==> src/sv/keyboard_matrix_press_stretcher_assert.svh <==
// assertion helpers for the press stretcher
`ifndef KEYBOARD_MATRIX_PRESS_STRETCHER_ASSERT_SVH
`define KEYBOARD_MATRIX_PRESS_STRETCHER_ASSERT_SVH

`ifndef SYNTHESIS

// property must hold at every clock edge out of reset
`define KMPS_ASSERT(lbl, clk, rst_n, prop) \
    lbl: assert property (@(posedge clk) disable iff (!rst_n) prop) \
        else $error("press stretcher assertion failed");

// condition must never be seen out of reset
`define KMPS_NEVER(lbl, clk, rst_n, expr) \
    `KMPS_ASSERT(lbl, clk, rst_n, !(expr))

`else

`define KMPS_ASSERT(lbl, clk, rst_n, prop)
`define KMPS_NEVER(lbl, clk, rst_n, expr)

`endif

`endif

==> src/sv/kmps_pkg.sv <==
package kmps_pkg;

    // default matrix width and fixed row count
    localparam int COLUMNS_DEF = 11;
    localparam int ROWS        = 16;
    localparam int ROW_W       = 4;
    localparam int COL_W       = 4;

    // item kinds
    typedef enum logic [1:0] {
        K_PLAIN = 2'd0,
        K_DIGIT = 2'd1,
        K_TICK  = 2'd2,
        K_READ  = 2'd3
    } t_kind;

    // sequencer states
    typedef enum logic [1:0] {
        ST_IDLE,
        ST_RUN,
        ST_LAST,
        ST_FIN
    } t_state;

    // one key position: regular entry and number entry
    typedef struct packed {
        logic       pd;
        logic [3:0] ph;
        logic       dd;
        logic [3:0] dl;
        logic [3:0] dh;
    } t_entry;

    localparam int ENTRY_W = $bits(t_entry);

    // timing constants and Fn key position
    localparam logic [3:0] HOLD_PLAIN_CLASSIC = 4'd8;
    localparam logic [3:0] HOLD_PLAIN         = 4'd3;
    localparam logic [3:0] DELAY_BUSY         = 4'd3;
    localparam logic [3:0] DELAY_IDLE         = 4'd8;
    localparam logic [3:0] DELAY_CLASSIC      = 4'd0;
    localparam logic [3:0] HOLD_DIGIT_CLASSIC = 4'd8;
    localparam logic [3:0] HOLD_DIGIT         = 4'd12;
    localparam logic [4:0] FN_TAIL_LOAD       = 5'd16;
    localparam logic [15:0] FN_BIT            = 16'h8000;
    localparam logic [3:0] FN_COLUMN          = 4'd7;

    // register map, word index taken from paddr[2]
    localparam int         PADDR_W     = 3;
    localparam logic       REG_CLASSIC = 1'b0;

endpackage

==> src/sv/keyboard_matrix_press_stretcher.sv <==
// Key press stretcher for a COLUMNS x 16 matrix. Every key position keeps a
// regular entry and a number entry in one shared RAM, walked by a single
// read-modify-write update unit. A key event or a column read walks the 16
// rows of its column; a frame tick walks all COLUMNS*16 entries. Events for a
// column at or above COLUMNS are dropped without a walk; reads of such a
// column skip the walk and give all-zero column bits. The
// entry RAM has one read and one write port, one entry per cycle, and that
// port sets the walk length. A column read gives one item on the output; the
// output register lets the next input item be taken while it waits. Reset
// clears all entries at once through per-entry valid flops, so no clearing
// pass is needed. classic_mode sits at byte address 0 of the APB port.
`include "keyboard_matrix_press_stretcher_assert.svh"

module keyboard_matrix_press_stretcher #(
    parameter int COLUMNS = kmps_pkg::COLUMNS_DEF
) (
    input  logic                         i_clk,
    input  logic                         i_rst_n,
    // configuration port
    input  logic                         psel,
    input  logic                         penable,
    input  logic                         pwrite,
    input  logic [kmps_pkg::PADDR_W-1:0] paddr,
    input  logic [31:0]                  pwdata,
    output logic [31:0]                  prdata,
    output logic                         pready,
    // input channel
    input  logic                         i_valid,
    output logic                         o_stall,
    input  logic [1:0]                   i_kind,
    input  logic [3:0]                   i_column,
    input  logic [15:0]                  i_key_mask,
    input  logic                         i_pressed,
    input  logic [4:0]                   i_matrix_columns,
    // output channel
    output logic                         o_valid,
    input  logic                         i_stall,
    output logic [15:0]                  o_column_bits
);

    import kmps_pkg::*;

    localparam int KEY_COUNT = COLUMNS * ROWS;
    localparam int AW        = $clog2(KEY_COUNT);
    localparam int CNT_W     = AW + 1;

    // control registers
    t_state               r_state, n_state;
    t_kind                r_kind;
    logic [COL_W-1:0]     r_col;
    logic [15:0]          r_mask;
    logic                 r_pressed;
    logic                 r_in_range;
    logic [3:0]           r_delay;
    logic [AW-1:0]        r_idx;
    logic                 r_classic;
    logic [CNT_W-1:0]     r_act_cnt;
    logic [4:0]           r_fn_tail;
    logic [KEY_COUNT-1:0] r_vld;
    logic                 r_out_vld;
    logic [15:0]          r_out_bits;
    logic [15:0]          r_bits;

    // update pipeline registers
    logic                 r_p_vld;
    logic                 r_p_ok;
    logic [AW-1:0]        r_p_addr;
    logic [ROW_W-1:0]     r_p_row;

    // combinational signals
    logic                 accept;
    logic                 col_ok;
    logic                 rd_en;
    logic                 last;
    logic                 fin_load;
    logic [AW-1:0]        rd_addr;
    logic                 wr_en;
    logic [ENTRY_W-1:0]   ram_q;
    t_entry               e_old, e_new;
    logic                 old_act, new_act, key_on;
    logic                 any_digit;
    logic [15:0]          read_bits;
    logic                 walk_kind;
    logic                 fin_read;

    // configuration port
    assign pready = 1'b1;
    assign prdata = (paddr[2] == REG_CLASSIC) ? {31'd0, r_classic} : 32'd0;

    always_ff @(posedge i_clk) begin
        if (!i_rst_n) begin
            r_classic <= 1'b0;
        end else if (psel && penable && pwrite && paddr[2] == REG_CLASSIC) begin
            r_classic <= pwdata[0];
        end
    end

    // handshake and range decode
    assign accept    = i_valid && !o_stall;
    assign col_ok    = {1'b0, i_column} < 5'(COLUMNS);
    assign any_digit = r_act_cnt != '0;

    // walk position
    assign rd_addr = (r_kind == K_TICK) ? r_idx : AW'({r_col, r_idx[ROW_W-1:0]});
    assign last    = (r_kind == K_TICK) ? (r_idx == AW'(KEY_COUNT - 1))
                                        : (r_idx[ROW_W-1:0] == ROW_W'(ROWS - 1));

    // next state
    always_comb begin
        n_state = r_state;
        case (r_state)
            ST_IDLE: begin
                if (accept) begin
                    if (t_kind'(i_kind) == K_TICK || col_ok) begin
                        n_state = ST_RUN;
                    end else if (t_kind'(i_kind) == K_READ) begin
                        n_state = ST_FIN;
                    end
                end
            end
            ST_RUN: begin
                if (last) begin
                    n_state = ST_LAST;
                end
            end
            ST_LAST: n_state = ST_FIN;
            ST_FIN: begin
                if (r_kind != K_READ || !r_out_vld || !i_stall) begin
                    n_state = ST_IDLE;
                end
            end
            default: n_state = ST_IDLE;
        endcase
    end

    // state outputs
    always_comb begin
        o_stall  = (r_state != ST_IDLE) || !i_rst_n;
        rd_en    = r_state == ST_RUN;
        fin_load = (r_state == ST_FIN) && (r_kind == K_READ) && (!r_out_vld || !i_stall);
    end

    // shared entry update unit
    always_comb begin
        e_old = r_p_ok ? t_entry'(ram_q) : '0;
        e_new = e_old;
        case (r_kind)
            K_PLAIN: begin
                if (r_mask[r_p_row]) begin
                    if (r_pressed && !e_old.pd) begin
                        e_new.ph = r_classic ? HOLD_PLAIN_CLASSIC : HOLD_PLAIN;
                    end
                    e_new.pd = r_pressed;
                end
            end
            K_DIGIT: begin
                if (r_mask[r_p_row]) begin
                    if (r_pressed && !e_old.dd) begin
                        e_new.dh = r_classic ? HOLD_DIGIT_CLASSIC : HOLD_DIGIT;
                        e_new.dl = r_delay;
                    end
                    e_new.dd = r_pressed;
                end
            end
            K_TICK: begin
                if (e_old.ph != 4'd0) begin
                    e_new.ph = e_old.ph - 4'd1;
                end
                if (e_old.dl != 4'd0) begin
                    e_new.dl = e_old.dl - 4'd1;
                end else if (e_old.dh != 4'd0) begin
                    e_new.dh = e_old.dh - 4'd1;
                end
            end
            default: e_new = e_old;
        endcase
        old_act = e_old.dd || (e_old.dl != 4'd0) || (e_old.dh != 4'd0);
        new_act = e_new.dd || (e_new.dl != 4'd0) || (e_new.dh != 4'd0);
        key_on  = e_old.pd || (e_old.ph != 4'd0)
                  || ((e_old.dl == 4'd0) && (e_old.dd || (e_old.dh != 4'd0)));
    end

    assign wr_en = r_p_vld && (r_kind != K_READ);

    // final column value with the Fn bit, zero for a column out of range
    always_comb begin
        read_bits = r_bits;
        if (r_col == FN_COLUMN && (r_fn_tail != 5'd0 || any_digit)) begin
            read_bits = read_bits | FN_BIT;
        end
        if (!r_in_range) begin
            read_bits = 16'd0;
        end
    end

    // entry store
    kmps_ram #(
        .WIDTH (ENTRY_W),
        .DEPTH (KEY_COUNT),
        .AW    (AW)
    ) u_ram (
        .i_clk     (i_clk),
        .i_wr_en   (wr_en),
        .i_wr_addr (r_p_addr),
        .i_wr_data (e_new),
        .i_rd_en   (rd_en),
        .i_rd_addr (rd_addr),
        .o_rd_data (ram_q)
    );

    // item capture
    always_ff @(posedge i_clk) begin
        if (accept) begin
            r_kind     <= t_kind'(i_kind);
            r_col      <= i_column;
            r_mask     <= i_key_mask;
            r_pressed  <= i_pressed;
            r_in_range <= col_ok && ({1'b0, i_column} < i_matrix_columns);
            if (r_classic) begin
                r_delay <= DELAY_CLASSIC;
            end else if (any_digit || r_fn_tail != 5'd0) begin
                r_delay <= DELAY_BUSY;
            end else begin
                r_delay <= DELAY_IDLE;
            end
        end
    end

    // walk counter and read pipeline
    always_ff @(posedge i_clk) begin
        if (accept) begin
            r_idx <= '0;
        end else if (rd_en) begin
            r_idx <= r_idx + AW'(1);
        end
        r_p_addr <= rd_addr;
        r_p_row  <= r_idx[ROW_W-1:0];
        r_p_ok   <= r_vld[rd_addr];
    end

    // column bit collection
    always_ff @(posedge i_clk) begin
        if (accept) begin
            r_bits <= '0;
        end else if (r_p_vld && key_on) begin
            r_bits <= r_bits | (16'd1 << r_p_row);
        end
    end

    // control state, valid flops, active count and Fn tail
    always_ff @(posedge i_clk) begin
        if (!i_rst_n) begin
            r_state   <= ST_IDLE;
            r_p_vld   <= 1'b0;
            r_vld     <= '0;
            r_act_cnt <= '0;
            r_fn_tail <= '0;
        end else begin
            r_state <= n_state;
            r_p_vld <= rd_en;
            if (wr_en) begin
                r_vld[r_p_addr] <= 1'b1;
                if (new_act && !old_act) begin
                    r_act_cnt <= r_act_cnt + CNT_W'(1);
                end else if (!new_act && old_act) begin
                    r_act_cnt <= r_act_cnt - CNT_W'(1);
                end
            end
            if (r_state == ST_FIN) begin
                if (r_kind == K_TICK) begin
                    if (!r_classic && any_digit) begin
                        r_fn_tail <= FN_TAIL_LOAD;
                    end else if (r_fn_tail != 5'd0) begin
                        r_fn_tail <= r_fn_tail - 5'd1;
                    end
                end else if (r_kind == K_DIGIT && r_pressed && !r_classic) begin
                    r_fn_tail <= FN_TAIL_LOAD;
                end
            end
        end
    end

    // output register
    always_ff @(posedge i_clk) begin
        if (!i_rst_n) begin
            r_out_vld <= 1'b0;
        end else if (fin_load) begin
            r_out_vld <= 1'b1;
        end else if (!i_stall) begin
            r_out_vld <= 1'b0;
        end
        if (fin_load) begin
            r_out_bits <= read_bits;
        end
    end

    assign o_valid       = r_out_vld;
    assign o_column_bits = r_out_bits;

    // check terms
    assign walk_kind = accept && (t_kind'(i_kind) inside {K_TICK, K_READ});
    assign fin_read  = (r_state == ST_FIN) && (r_kind == K_READ);

    // checks
    `KMPS_ASSERT(a_cnt_bound, i_clk, i_rst_n, r_act_cnt <= CNT_W'(KEY_COUNT))
    `KMPS_ASSERT(a_tail_bound, i_clk, i_rst_n, r_fn_tail <= FN_TAIL_LOAD)
    `KMPS_ASSERT(a_walk_starts, i_clk, i_rst_n, walk_kind |=> r_state != ST_IDLE)
    `KMPS_NEVER(a_no_write_on_read, i_clk, i_rst_n, wr_en && r_kind == K_READ)
    `KMPS_ASSERT(a_result_from_read, i_clk, i_rst_n, $rose(r_out_vld) |-> $past(fin_read))

endmodule

==> src/sv/kmps_ram.sv <==
module kmps_ram #(
    parameter int WIDTH = 14,
    parameter int DEPTH = 176,
    parameter int AW    = $clog2(DEPTH)
) (
    input  logic             i_clk,
    input  logic             i_wr_en,
    input  logic [AW-1:0]    i_wr_addr,
    input  logic [WIDTH-1:0] i_wr_data,
    input  logic             i_rd_en,
    input  logic [AW-1:0]    i_rd_addr,
    output logic [WIDTH-1:0] o_rd_data
);

    logic [WIDTH-1:0] r_mem [DEPTH];
    logic [WIDTH-1:0] r_rd_data;

    // single write port, registered read port
    always_ff @(posedge i_clk) begin
        if (i_wr_en) begin
            r_mem[i_wr_addr] <= i_wr_data;
        end
        if (i_rd_en) begin
            r_rd_data <= r_mem[i_rd_addr];
        end
    end

    assign o_rd_data = r_rd_data;

endmodule
==> config.mk <==
export PLATFORM = sky130hd
export DESIGN_NAME = keyboard_matrix_press_stretcher
export DESIGN_NICKNAME = d
export VERILOG_FILES = /design/src/sv/kmps_pkg.sv /design/src/sv/keyboard_matrix_press_stretcher.sv /design/src/sv/kmps_ram.sv
export VERILOG_INCLUDE_DIRS = /design/src /design/src/sv
export SDC_FILE = /design/constraint.sdc
export NUM_CORES = 2
export LEC_CHECK = 0
export ABC_CLOCK_PERIOD_IN_PS = 29100
export BUFFER_PORTS_ARGS = -buffer_cell sky130_fd_sc_hd__buf_2
export CORE_MARGIN = 5
export CORE_UTILIZATION = 40
export DETAILED_ROUTE_END_ITERATION = 7
export PLACE_DENSITY_LB_ADDON = 0.08
export SYNTH_ARGS = -nofsm -noshare
export SYNTH_HDL_FRONTEND = slang
export SYNTH_SLANG_ARGS = --single-unit
==> constraint.sdc <==
create_clock -name i_clk -period 29.1 [get_ports i_clk]
set_input_delay 5.82 -clock i_clk [delete_from_list [all_inputs] [get_ports i_clk]]
set_output_delay 5.82 -clock i_clk [all_outputs]
set_load 0.05 [all_outputs]
==> results.yml <==
status:
  status: "finished, final reports clean"
sta:
  post-route-min-period_ps: 12180
  rsz0062_at_grt: "no"
  tightest_slew_ps: 1440
  maxSlewViolCount: 0
  clock_skew_ps: 53.9
  setup_viol: 0
  max_freq_mhz: 82.1
  fin_tns_setup_ps: 0
  slew_headroom: 0.0301
  fin_crit_sh: 0.418
  hold_violations: 0
worst_setup_path:
  crit_top_cell: "buf_2"
  setup.worst_path.end_class: "output port"
  crit_required_ps: 23280
  crit_path_start_kind: "input port"
  critPathKind: "in2out"
  crit_fanout: 9
  cpPeakStageDelay_ps: 260
  cp_cell_sequence: "buf_2 -> nand2_1 -> buf_2"
  critPathSlowestCell: "buf_2"
  cp.arrival_ps: 6360
logic_synthesis:
  synth-seq-cells: 2748
  synth_edf_count: 2520
  ys_seq_area_frac: 0.753
  yosys_most_used_dff: "edfxtp_1"
  syn_avg_cell_area_um2: 19.6
  syn_inst: 5426
  synth_area_um2: 107000
  synth_warnings: 0
  async_flop_share: 0
  synth_cell_types: 79
global_routing:
  grt_pass1_wl_mm: 436
  grt_overflow: 0
  antenna_found_initial: 15
  grt_max_degree: 178
  grtUsageTotal: 0.221
  first_global_vias: 55000
cts:
  cts-buffers-inserted: 307
  clk_pin_slew_ps: 60
  cts.repair.resized: 0
  cts_tree: "built"
  insertion_delay_ps: 870
  post_cts_buffers: 0
  holdBufCountCts: 0
  cts_buffer_depth: 4
  clock_sinks: 2748
  ctsHtreeMaxLevel: 5
  cts_root_buf: "clkbuf_16"
floorplanning:
  die_h_um: 526
  ios: 121
  die_area_um2: 277000
  coreArea_um2: 265000
  start_util: 0.402
  num_rows: 189
  die_w_um: 526
place:
  globalplace.congestion: 0.819
  dp_cells: 8985
  dp_hpwl_mm: 182
  portBuffers: 55
routing:
  drtPass1Iterations: 5
  wire_per_inst_um: 32.5
  drc_errors: 0
  drtIter0Drc: 5226
  ant_nets: 0
  vias_per_cell: 5.71
  wl_mm: 310
  vias: 54500
flow_run:
  cap_violations: 0
hold_path:
  hold_class: "reg2reg"
finish:
  multi_input_area_um2: 24600
  fin_nets: 5855
  drive_above_1_share: 0.249
  fin_cells: 9536
  seq_area_um2: 80300
  fillers: 22600
  area_delta_synth_final_pct: 14.0
power_and_ir_drop:
  cellLeakagePower_nw: 38.7
  power_mw: 10.7
  ir_drop_mv: 0.0586
  p_per_area_nw_per_um2: 88.5
==> cells in the final DEF (no fill, tap or decap), drive strengths merged, types with 11 or more instances in the layout <==
cell type / count
edfxtp: 2520
mux4: 649
nor2: 607
clkbuf: 423
buf: 339
dfxtp: 228
nand2: 155
mux2i: 155
a21oi: 107
clkinv: 92
a22oi: 76
o21ai: 55
nand3: 51
inv: 50
a221oi: 32
conb: 32
o22ai: 30
a31oi: 28
o221ai: 24
a211oi: 23
ha: 23
nor3: 23
a22o: 22
and2: 22
nor2b: 22
and3: 16
nand4: 15
xnor2: 13
nor4: 13
bufinv: 12
a21o: 11
==> through the flow <==
| step | area [um^2] | hold WS, ps | worst slack, ps | utilization |
|---|---|---|---|---|
| 6_report | 121000 | 464 | 16920 | 0.458 |
| 5_1_grt | 121000 | 477 | 16880 | 0.458 |
| 4_1_cts | 121000 | 467 | 16920 | 0.458 |
| 3_5_place_dp | 112000 | 452 | 16920 | 0.422 |
| 3_3_place_gp | 112000 | 443 | 16910 | 0.422 |
| 2_1_floorplan | 107000 | 329 | 16770 | - |
==> layer usage <==
layer | global-route usage | vias to the layer above | wire (um)
met1 | 0.315 | 29500 | 135000
met2 | 0.350 | 1770 | 146000
met5 | 0 | - | 9
met3 | 0.0354 | 458 | 17800
li1 | - | 22700 | -
met4 | 0.0715 | 2 | 11200
==> synth_stat cells (5+ instances only) <==
cell	n	area, um^2
o211ai_1	7	52.6
buf_1	10	37.5
a21oi_1	107	536
a211oi_1	23	173
and2_1	22	138
nor3_1	22	110
nor2_1	606	2270
nand4b_1	6	52.6
nor2b_1	22	138
a22o_1	22	193
mux2i_1	155	1550
o32ai_1	10	87.6
nand3_1	50	250
buf_2	89	445
nor4_1	11	68.8
and3_1	16	100
o21ai_0	51	255
buf_6	36	405
buf_4	75	563
ha_1	23	288
o22ai_1	30	188
o221ai_1	24	210
a22oi_1	76	571
or3_1	5	31.3
nand2_1	155	582
clkbuf_1	130	488
a221oi_1	32	280
mux4_2	649	14600
inv_1	35	131
mux2_2	10	113
xnor2_1	13	114
a2111oi_0	8	70.1
nand4_1	15	93.8
o21a_1	6	45.0
a21o_1	11	82.6
a31oi_1	28	175
edfxtp_1	2520	75700
a32oi_1	6	52.6
dfxtp_1	228	4560
==> worst max-delay path, delay by kind of cell <==
| family | cells | cell delay, ps |
|---|---|---|
| buffers and inverters | 2 | 450 |
| and+or+nand+nor | 1 | 90 |
==> registers in the layout, summed over array words and instances, names as in the netlist, 8 cells and up <==
name / flops
u_ram.r_mem: 2464
r_vld: 176
o_column_bits: 16
r_bits: 16
r_mask: 16
u_ram.o_rd_data: 14
r_act_cnt: 9
r_idx: 8
==> final timing paths <==
check | startpoint | to | slack (ps) | cells past startpoint
hold reg to reg | r_bits[0]$_SDFFE_PP0P_ | r_bits[0]$_SDFFE_PP0P_ | 460 | 2
hold / removal | r_bits[0]$_SDFFE_PP0P_ | r_bits[0]$_SDFFE_PP0P_ | 460 | 2
setup reg to reg | r_idx[1]$_SDFFE_PP0P_ | u_ram.o_rd_data[6]$_DFFE_PP_ | 22340 | 12
setup / recovery | i_rst_n | o_stall | 16920 | 3
==> cells by family after synthesis <==
kind of cell	share of synthesized area
xor+xnor	0.00140
flops	0.753
compound gates	0.0314
mux	0.153
buf+inv	0.0200
other cells	0.0000705
simple gates	0.0383
fa+ha+maj	0.00289
==> layout make-up <==
class                   instances  share of cell area
clock buffers                 423              0.0698
well taps                    3533              0.0364
repair buffers                339              0.0209
clock inverters               123             0.00821
inverters                      36             0.00122
multi-input cells            2329               0.203
flip-flops and latches       2748               0.661
diodes                          5            0.000103
==> report_power, final <==
part	leakage (nW)	total, mW	switching [mW]	internal (mW)
registers	25.0	4.62	0.0603	4.56
logic	9.01	2.43	1.55	0.884
clock network	4.65	3.69	1.54	2.15
total	38.7	10.7	3.15	7.59
No activity file was read; power rests on OpenSTA's default activity.
